[config.mk]
export PLATFORM = sky130hd
export DESIGN_NAME = hill_cipher_2x2
export DESIGN_NICKNAME = d
export VERILOG_FILES = /design/src/rtl/hc_pkg.sv /design/src/rtl/hc_matrix.sv /design/src/rtl/hc_apply.sv /design/src/rtl/hill_cipher_2x2.sv
export SDC_FILE = /design/constraint.sdc
export NUM_CORES = 2
export LEC_CHECK = 0
export BUFFER_PORTS_ARGS = -buffer_cell sky130_fd_sc_hd__buf_2
export CAP_MARGIN = 20
export CELL_PAD_IN_SITES_DETAIL_PLACEMENT = 1
export CELL_PAD_IN_SITES_GLOBAL_PLACEMENT = 1
export CORE_MARGIN = 5
export CORE_UTILIZATION = 32
export DETAILED_ROUTE_END_ITERATION = 6
export PLACE_DENSITY_LB_ADDON = 0.1
export SLEW_MARGIN = 10
export SYNTH_ARGS = -nofsm -noshare
export SYNTH_HDL_FRONTEND = slang
export SYNTH_SLANG_ARGS = --single-unit
[constraint.sdc]
create_clock -name clk_i -period 11.7 [get_ports clk_i]
set_clock_uncertainty 0.15 [all_clocks]
set_input_delay 1.17 -clock clk_i [delete_from_list [all_inputs] [get_ports clk_i]]
set_output_delay 1.17 -clock clk_i [all_outputs]
set_load 0.005 [all_outputs]
[src/rtl/hc_pkg.sv]
// Shared types, constants and modulo-26 helpers for the 2x2 Hill cipher block.
`timescale 1ns / 1ps

package hc_pkg;

  localparam int unsigned Modulus    = 26;
  localparam int unsigned LetterBase = 65;
  localparam int unsigned LetterOfs  = 13;
  localparam int unsigned ModSq      = Modulus * Modulus;
  localparam int unsigned RecipShift = 17;
  localparam int unsigned Recip26    = ((1 << RecipShift) + Modulus - 1) / Modulus;

  localparam logic [4:0] KeyR0C0Rst = 5'd3;
  localparam logic [4:0] KeyR0C1Rst = 5'd3;
  localparam logic [4:0] KeyR1C0Rst = 5'd2;
  localparam logic [4:0] KeyR1C1Rst = 5'd5;
  localparam logic       ModeRst    = 1'b0;

  typedef enum logic [2:0] {
    CfgKeyR0C0 = 3'd0,
    CfgKeyR0C1 = 3'd1,
    CfgKeyR1C0 = 3'd2,
    CfgKeyR1C1 = 3'd3,
    CfgMode    = 3'd4
  } cfg_idx_e;

  typedef enum logic {
    ModeEncrypt = 1'b0,
    ModeDecrypt = 1'b1
  } mode_e;

  typedef struct packed {
    logic [4:0] k00;
    logic [4:0] k01;
    logic [4:0] k10;
    logic [4:0] k11;
    mode_e      mode;
  } key_t;

  typedef struct packed {
    logic       valid;
    logic [4:0] x;
    logic [4:0] y;
    logic [4:0] m00;
    logic [4:0] m01;
    logic [4:0] m10;
    logic [4:0] m11;
    logic       err;
  } mat_t;

  // Reduce a value below 4096 modulo 26 by reciprocal multiply and one correction.
  function automatic logic [4:0] mod26_f(input logic [11:0] v);
    logic [24:0] prod;
    logic [11:0] q;
    logic [11:0] r;
    prod = {13'd0, v} * 25'(Recip26);
    q    = 12'(prod >> RecipShift);
    r    = v - 12'(q * 12'(Modulus));
    if (r >= 12'(Modulus)) begin
      r = r - 12'(Modulus);
    end
    return r[4:0];
  endfunction

  // Multiplicative inverse modulo 26; zero means none exists.
  function automatic logic [4:0] inv26_f(input logic [4:0] v);
    logic [4:0] r;
    case (v)
      5'd1:    r = 5'd1;
      5'd3:    r = 5'd9;
      5'd5:    r = 5'd21;
      5'd7:    r = 5'd15;
      5'd9:    r = 5'd3;
      5'd11:   r = 5'd19;
      5'd15:   r = 5'd7;
      5'd17:   r = 5'd23;
      5'd19:   r = 5'd11;
      5'd21:   r = 5'd5;
      5'd23:   r = 5'd17;
      5'd25:   r = 5'd25;
      default: r = 5'd0;
    endcase
    return r;
  endfunction

endpackage

[src/rtl/hc_matrix.sv]
// Four-stage pipeline that reduces the letters and builds the encrypt or decrypt matrix.
`timescale 1ns / 1ps

module hc_matrix (
  input  logic            clk_i,
  input  logic            rst_ni,
  input  logic            in_valid_i,
  input  logic [6:0]      first_letter_i,
  input  logic [6:0]      second_letter_i,
  input  hc_pkg::key_t    key_i,
  output hc_pkg::mat_t    mat_o
);

  // stage 1: reduced letters and key, determinant products
  logic        v1_q;
  logic [4:0]  x1_q, y1_q, a1_q, b1_q, c1_q, d1_q;
  logic [9:0]  ad1_q, bc1_q;
  hc_pkg::mode_e mode1_q;
  logic [4:0]  a1_d, b1_d, c1_d, d1_d;

  // stage 2: determinant
  logic        v2_q;
  logic [4:0]  x2_q, y2_q, a2_q, b2_q, c2_q, d2_q, det2_q;
  hc_pkg::mode_e mode2_q;
  logic [11:0] det2_sum;

  // stage 3: raw matrix products
  logic        v3_q;
  logic [4:0]  x3_q, y3_q;
  logic [9:0]  n00_q, n01_q, n10_q, n11_q;
  logic        err3_q;
  logic [4:0]  inv3_d, nb3_d, nc3_d;

  // stage 4: reduced matrix
  logic        v4_q;
  logic [4:0]  x4_q, y4_q, m00_q, m01_q, m10_q, m11_q;
  logic        err4_q;

  always_comb begin
    a1_d = (key_i.k00 >= 5'(hc_pkg::Modulus)) ? key_i.k00 - 5'(hc_pkg::Modulus) : key_i.k00;
    b1_d = (key_i.k01 >= 5'(hc_pkg::Modulus)) ? key_i.k01 - 5'(hc_pkg::Modulus) : key_i.k01;
    c1_d = (key_i.k10 >= 5'(hc_pkg::Modulus)) ? key_i.k10 - 5'(hc_pkg::Modulus) : key_i.k10;
    d1_d = (key_i.k11 >= 5'(hc_pkg::Modulus)) ? key_i.k11 - 5'(hc_pkg::Modulus) : key_i.k11;
  end

  assign det2_sum = 12'({2'd0, ad1_q} + 12'(hc_pkg::ModSq) - {2'd0, bc1_q});

  always_comb begin
    inv3_d = hc_pkg::inv26_f(det2_q);
    nb3_d  = (b2_q == 5'd0) ? 5'd0 : 5'(hc_pkg::Modulus) - b2_q;
    nc3_d  = (c2_q == 5'd0) ? 5'd0 : 5'(hc_pkg::Modulus) - c2_q;
  end

  always_ff @(posedge clk_i or negedge rst_ni) begin
    if (!rst_ni) begin
      v1_q <= 1'b0;
      v2_q <= 1'b0;
      v3_q <= 1'b0;
      v4_q <= 1'b0;
    end else begin
      v1_q <= in_valid_i;
      v2_q <= v1_q;
      v3_q <= v2_q;
      v4_q <= v3_q;
    end
  end

  always_ff @(posedge clk_i) begin
    x1_q    <= hc_pkg::mod26_f({5'd0, first_letter_i} + 12'(hc_pkg::LetterOfs));
    y1_q    <= hc_pkg::mod26_f({5'd0, second_letter_i} + 12'(hc_pkg::LetterOfs));
    a1_q    <= a1_d;
    b1_q    <= b1_d;
    c1_q    <= c1_d;
    d1_q    <= d1_d;
    ad1_q   <= {5'd0, a1_d} * {5'd0, d1_d};
    bc1_q   <= {5'd0, b1_d} * {5'd0, c1_d};
    mode1_q <= key_i.mode;

    x2_q    <= x1_q;
    y2_q    <= y1_q;
    a2_q    <= a1_q;
    b2_q    <= b1_q;
    c2_q    <= c1_q;
    d2_q    <= d1_q;
    det2_q  <= hc_pkg::mod26_f(det2_sum);
    mode2_q <= mode1_q;

    x3_q <= x2_q;
    y3_q <= y2_q;
    if (mode2_q == hc_pkg::ModeDecrypt) begin
      n00_q  <= {5'd0, d2_q} * {5'd0, inv3_d};
      n01_q  <= {5'd0, nb3_d} * {5'd0, inv3_d};
      n10_q  <= {5'd0, nc3_d} * {5'd0, inv3_d};
      n11_q  <= {5'd0, a2_q} * {5'd0, inv3_d};
      err3_q <= (inv3_d == 5'd0);
    end else begin
      n00_q  <= {5'd0, a2_q};
      n01_q  <= {5'd0, b2_q};
      n10_q  <= {5'd0, c2_q};
      n11_q  <= {5'd0, d2_q};
      err3_q <= 1'b0;
    end

    x4_q   <= x3_q;
    y4_q   <= y3_q;
    m00_q  <= hc_pkg::mod26_f({2'd0, n00_q});
    m01_q  <= hc_pkg::mod26_f({2'd0, n01_q});
    m10_q  <= hc_pkg::mod26_f({2'd0, n10_q});
    m11_q  <= hc_pkg::mod26_f({2'd0, n11_q});
    err4_q <= err3_q;
  end

  always_comb begin
    mat_o.valid = v4_q;
    mat_o.x     = x4_q;
    mat_o.y     = y4_q;
    mat_o.m00   = m00_q;
    mat_o.m01   = m01_q;
    mat_o.m10   = m10_q;
    mat_o.m11   = m11_q;
    mat_o.err   = err4_q;
  end

endmodule

[src/rtl/hc_apply.sv]
// Two-stage pipeline that multiplies the letter vector by the matrix and forms the result.
`timescale 1ns / 1ps

module hc_apply (
  input  logic         clk_i,
  input  logic         rst_ni,
  input  hc_pkg::mat_t mat_i,
  output logic         out_valid_o,
  output logic [6:0]   out_first_o,
  output logic [6:0]   out_second_o,
  output logic         key_not_invertible_o
);

  logic       v5_q, v6_q;
  logic [10:0] p0_q, p1_q;
  logic       err5_q, err6_q;
  logic [6:0] first6_q, second6_q;
  logic [4:0] r0_d, r1_d;

  assign r0_d = hc_pkg::mod26_f({1'd0, p0_q});
  assign r1_d = hc_pkg::mod26_f({1'd0, p1_q});

  always_ff @(posedge clk_i or negedge rst_ni) begin
    if (!rst_ni) begin
      v5_q <= 1'b0;
      v6_q <= 1'b0;
    end else begin
      v5_q <= mat_i.valid;
      v6_q <= v5_q;
    end
  end

  always_ff @(posedge clk_i) begin
    p0_q   <= 11'({6'd0, mat_i.m00} * {6'd0, mat_i.x}) + 11'({6'd0, mat_i.m01} * {6'd0, mat_i.y});
    p1_q   <= 11'({6'd0, mat_i.m10} * {6'd0, mat_i.x}) + 11'({6'd0, mat_i.m11} * {6'd0, mat_i.y});
    err5_q <= mat_i.err;

    err6_q <= err5_q;
    if (err5_q) begin
      first6_q  <= 7'(hc_pkg::LetterBase);
      second6_q <= 7'(hc_pkg::LetterBase);
    end else begin
      first6_q  <= {2'd0, r0_d} + 7'(hc_pkg::LetterBase);
      second6_q <= {2'd0, r1_d} + 7'(hc_pkg::LetterBase);
    end
  end

  assign out_valid_o          = v6_q;
  assign out_first_o          = first6_q;
  assign out_second_o         = second6_q;
  assign key_not_invertible_o = err6_q;

endmodule

[src/rtl/hill_cipher_2x2.sv]
// Top level of the 2x2 modulo-26 Hill cipher: key registers and the cipher pipeline.
//
//   channel   handshake                 payload
//   request   start high, busy low      first_letter_i, second_letter_i
//   result    out_valid_o, one cycle    out_first_o, out_second_o, key_not_invertible_o
//   config    cfg_valid_i & cfg_ready_o cfg_index_i, cfg_data_i
//
// Requests are accepted one per cycle, and results leave in the order taken.
// The cipher pipeline has six register stages: letter reduction, determinant, inverse,
// matrix reduction, vector product, final reduction.
// Reset clears the key to its defaults and empties the pipeline; busy stays low.
// The result receiver cannot stall, so the pipeline never holds.
`timescale 1ns / 1ps

module hill_cipher_2x2 (
  input  logic       clk_i,
  input  logic       rst_ni,
  input  logic       start,
  output logic       busy,
  input  logic [6:0] first_letter_i,
  input  logic [6:0] second_letter_i,
  input  logic       cfg_valid_i,
  output logic       cfg_ready_o,
  input  logic [2:0] cfg_index_i,
  input  logic [4:0] cfg_data_i,
  output logic       out_valid_o,
  output logic [6:0] out_first_o,
  output logic [6:0] out_second_o,
  output logic       key_not_invertible_o
);

  hc_pkg::key_t key_q;
  hc_pkg::mat_t mat;
  logic         cfg_we;

  assign busy        = 1'b0;
  assign cfg_ready_o = 1'b1;
  assign cfg_we      = cfg_valid_i & cfg_ready_o;

  always_ff @(posedge clk_i or negedge rst_ni) begin
    if (!rst_ni) begin
      key_q.k00  <= hc_pkg::KeyR0C0Rst;
      key_q.k01  <= hc_pkg::KeyR0C1Rst;
      key_q.k10  <= hc_pkg::KeyR1C0Rst;
      key_q.k11  <= hc_pkg::KeyR1C1Rst;
      key_q.mode <= hc_pkg::mode_e'(hc_pkg::ModeRst);
    end else if (cfg_we) begin
      case (hc_pkg::cfg_idx_e'(cfg_index_i))
        hc_pkg::CfgKeyR0C0: key_q.k00  <= cfg_data_i;
        hc_pkg::CfgKeyR0C1: key_q.k01  <= cfg_data_i;
        hc_pkg::CfgKeyR1C0: key_q.k10  <= cfg_data_i;
        hc_pkg::CfgKeyR1C1: key_q.k11  <= cfg_data_i;
        hc_pkg::CfgMode:    key_q.mode <= hc_pkg::mode_e'(cfg_data_i[0]);
        default: ;
      endcase
    end
  end

  hc_matrix u_matrix (
    .clk_i           (clk_i),
    .rst_ni          (rst_ni),
    .in_valid_i      (start & ~busy),
    .first_letter_i  (first_letter_i),
    .second_letter_i (second_letter_i),
    .key_i           (key_q),
    .mat_o           (mat)
  );

  hc_apply u_apply (
    .clk_i                (clk_i),
    .rst_ni               (rst_ni),
    .mat_i                (mat),
    .out_valid_o          (out_valid_o),
    .out_first_o          (out_first_o),
    .out_second_o         (out_second_o),
    .key_not_invertible_o (key_not_invertible_o)
  );

endmodule

==> metrics.cfg <==
[worst_setup_path]
slowest_stage = fa_1
worst-path-buf-inv = 10
path_class = flip-flop to flip-flop
arrival_ns = 11.41
required_ns = 12.10
ff2ff_path_depth = 50
cp_num_cells = 50
worstSetupEndpoint = u_matrix.inv3_d[1]
crit_top_cell = inv_1
reg2reg_slack_ns = 0.69
worst_setup_path_end_kind = flip-flop
regToRegStartpoint = u_matrix.ad1_q[0]
crit_family = adder cells
cp_max_fo = 7
slowest_delay_ns = 0.53
cp-start-kind = flip-flop
r2r_end = u_matrix.inv3_d[1]
startpoint = u_matrix.ad1_q[0]

[final_layout]
areaGrowthSynthToFinish_pct = 9.03
fin_area_mm2 = 0.0424
fill_cells = 13902
fin_cells = 5805
drive_above_1_share_pct = 4.89
regArea_mm2 = 0.00479
nets = 5605
multi_input_area_mm2 = 0.0308

[global_routing]
grt-ovfl-total = 0
grt_max_degree = 50
track_usage_pct = 13.7
grt_pass1_vias = 29740
grt_first_pass_wirelength_mm = 148
antenna_found_initial = 0

[place]
place.gp.congestion = 0.768
dpl_cell_area_mm2 = 0.0412
port_buffers = 39
dp_hpwl_mm = 73.1
dp_cells = 5738
place_ws_ns = -0.0593

[route]
drcViolationCount = 0
drt_iter0_drc = 598
wl_mm = 84.4
via_count = 26612
viasPerCell = 4.58
routedWlPerCell_um = 14.5
firstDrtPassIters = 4
ant_nets = 0

[timing]
min_period_over_period_pct = 94.1
drv_slew = 0
worst_pin_slew_ns = 0.944
max_freq_mhz = 90.8
slew_headroom_pct = 36.6
timing.final.ws_setup_ns = 0.688
final_hold_viol_count = 0
tns_ns = 0
period_needed_ns = 11.01
setup_viol = 0

[cts]
cts_root_buffer = clkbuf_16
clk-insertion-delay-late_ns = 0.63
clkTransAtPathRegs_ns = 0.06
clock_sinks = 232
numCtsBuffers = 30
htree_num_levels = 1
cts_tree = built
clockBufferDepth = 3
postCtsHoldBufs = 0

[run_status]
outcome = complete, no violations

[logic_synthesis]
yosys_most_used_dff = dfxtp_1
synth_compound_area_share_pct = 9.30
synth.avg_cell_area_um2 = 9.50
ys_warn_count = 0
muxShareOfSynthArea_pct = 1.30
synth_xor_xnor_area_share_pct = 5.68
syn_area_mm2 = 0.0389
synth_top_family_by_area = adder cells
synthArstFlopShare_pct = 11.6
synth_seq_area_share_pct = 12.3
synth-simple-area-share_pct = 8.91
synth.distinct_cells = 75
synthCells = 4091
ys_ff_latch = 232
synth-edff-count = 0
synth_fa_ha_area_share_pct = 53.7

[die]
core_region_area_mm2 = 0.120
die_h_um = 359
die_area_mm2 = 0.129
die_x_um = 359
io_pins = 44
row_count = 127
initial_core_util_pct = 32.3

[worst_hold_path]
min_from = u_matrix.x2_q[1]
hold_path.class = flip-flop to flip-flop

[flow_run]
drv_cap = 0

==> synth_stat cells (42+ instances only) <==
library cell  number  share of area, %
dfxtp_1          205                11
ha_1             980                32
nor2_1           121               1.2
and2_1           152               2.4
a21oi_1          167               2.1
o21ai_0          106               1.4
a21o_1            78               1.5
xnor2_1          162               3.6
xor2_1            90               2.0
nand2_1          207               2.0
nor2b_1           42              0.68
fa_1             431                22
inv_1            866               8.4
==> flip-flops by register name, indices dropped and copies added (netlist names), 6 cells and up <==
register              count
u_matrix.bc1_q           10
u_matrix.n00_q           10
key_q                    21
u_matrix.n10_q           10
u_apply.out_second_o      6
u_matrix.ad1_q           10
u_apply.p0_q             11
u_apply.out_first_o       6
u_apply.p1_q             11
u_matrix.n11_q           10
u_matrix.n01_q           10
==> worst min-delay path by stage <==
stage	endpoint	slack, ns	cells past startpoint
final	u_matrix.x3_q[1]	0.17	0
after global routing	u_matrix.x3_q[1]	0.18	0
after CTS	u_matrix.x4_q[3]	0.17	0
after detailed placement	u_matrix.b2_q[2]	0.16	0
after global placement	u_apply.err5_q	0.16	0
after floorplan	u_apply.err5_q	0.16	0
==> cell families (layout without fill, tap and decap cells) <==
group | count (synthesis) | count (layout)
fa+ha+maj | 1411 | 1411
buf+inv | 901 | 1000
simple gates | 689 | 689
compound gates | 557 | 557
xor+xnor | 252 | 252
flops | 232 | 232
mux | 47 | 47
other cells | 2 | 5
==> through the flow <==
stage / utilization (%) / hold WS (ns)
final: 35.2 / 0.174
after global routing: 35.2 / 0.175
after CTS: 35.1 / 0.174
after detailed placement: 34.2 / 0.163
after global placement: 34.2 / 0.160
after floorplan: - / 0.160
==> placed cells by master (no fill, tap or decap), drive strengths merged, types with 76 or more instances in the layout <==
cell	synthesis	layout
ha	980	980
inv	866	871
fa	431	431
nand2	207	207
dfxtp	205	205
a21oi	167	167
xnor2	162	162
and2	152	152
nor2	121	121
o21ai	107	107
xor2	90	90
a21o	78	78
buf	7	76
==> per-layer routing <==
layer	track usage, %	wire length [µm]	vias up
met1	19.5	43300	12960
li1	-	-	13497
met5	0	0	-
met3	1.12	1260	50
met4	1.59	907	0
met2	23.6	38800	105
==> layout make-up <==
type | count | share of cell area, %
inverter | 866 | 7.67
clock buffer | 37 | 1.93
sequential | 232 | 11.3
multi-input combinational | 2960 | 72.6
timing repair buffer | 78 | 1.17
tap | 1612 | 4.76
antenna | 1 | 0.00590
clock inverter | 19 | 0.567
==> repair_timing <==
item	in CTS	in global routing
setup buffers	0	7
cloned	0	1
resized for setup	4	12
setup endpoints to repair	4	5
pin swaps	0	4
Power is not shown: default switching activity piles up to over one toggle a cycle in this logic, so the estimate is an artifact.
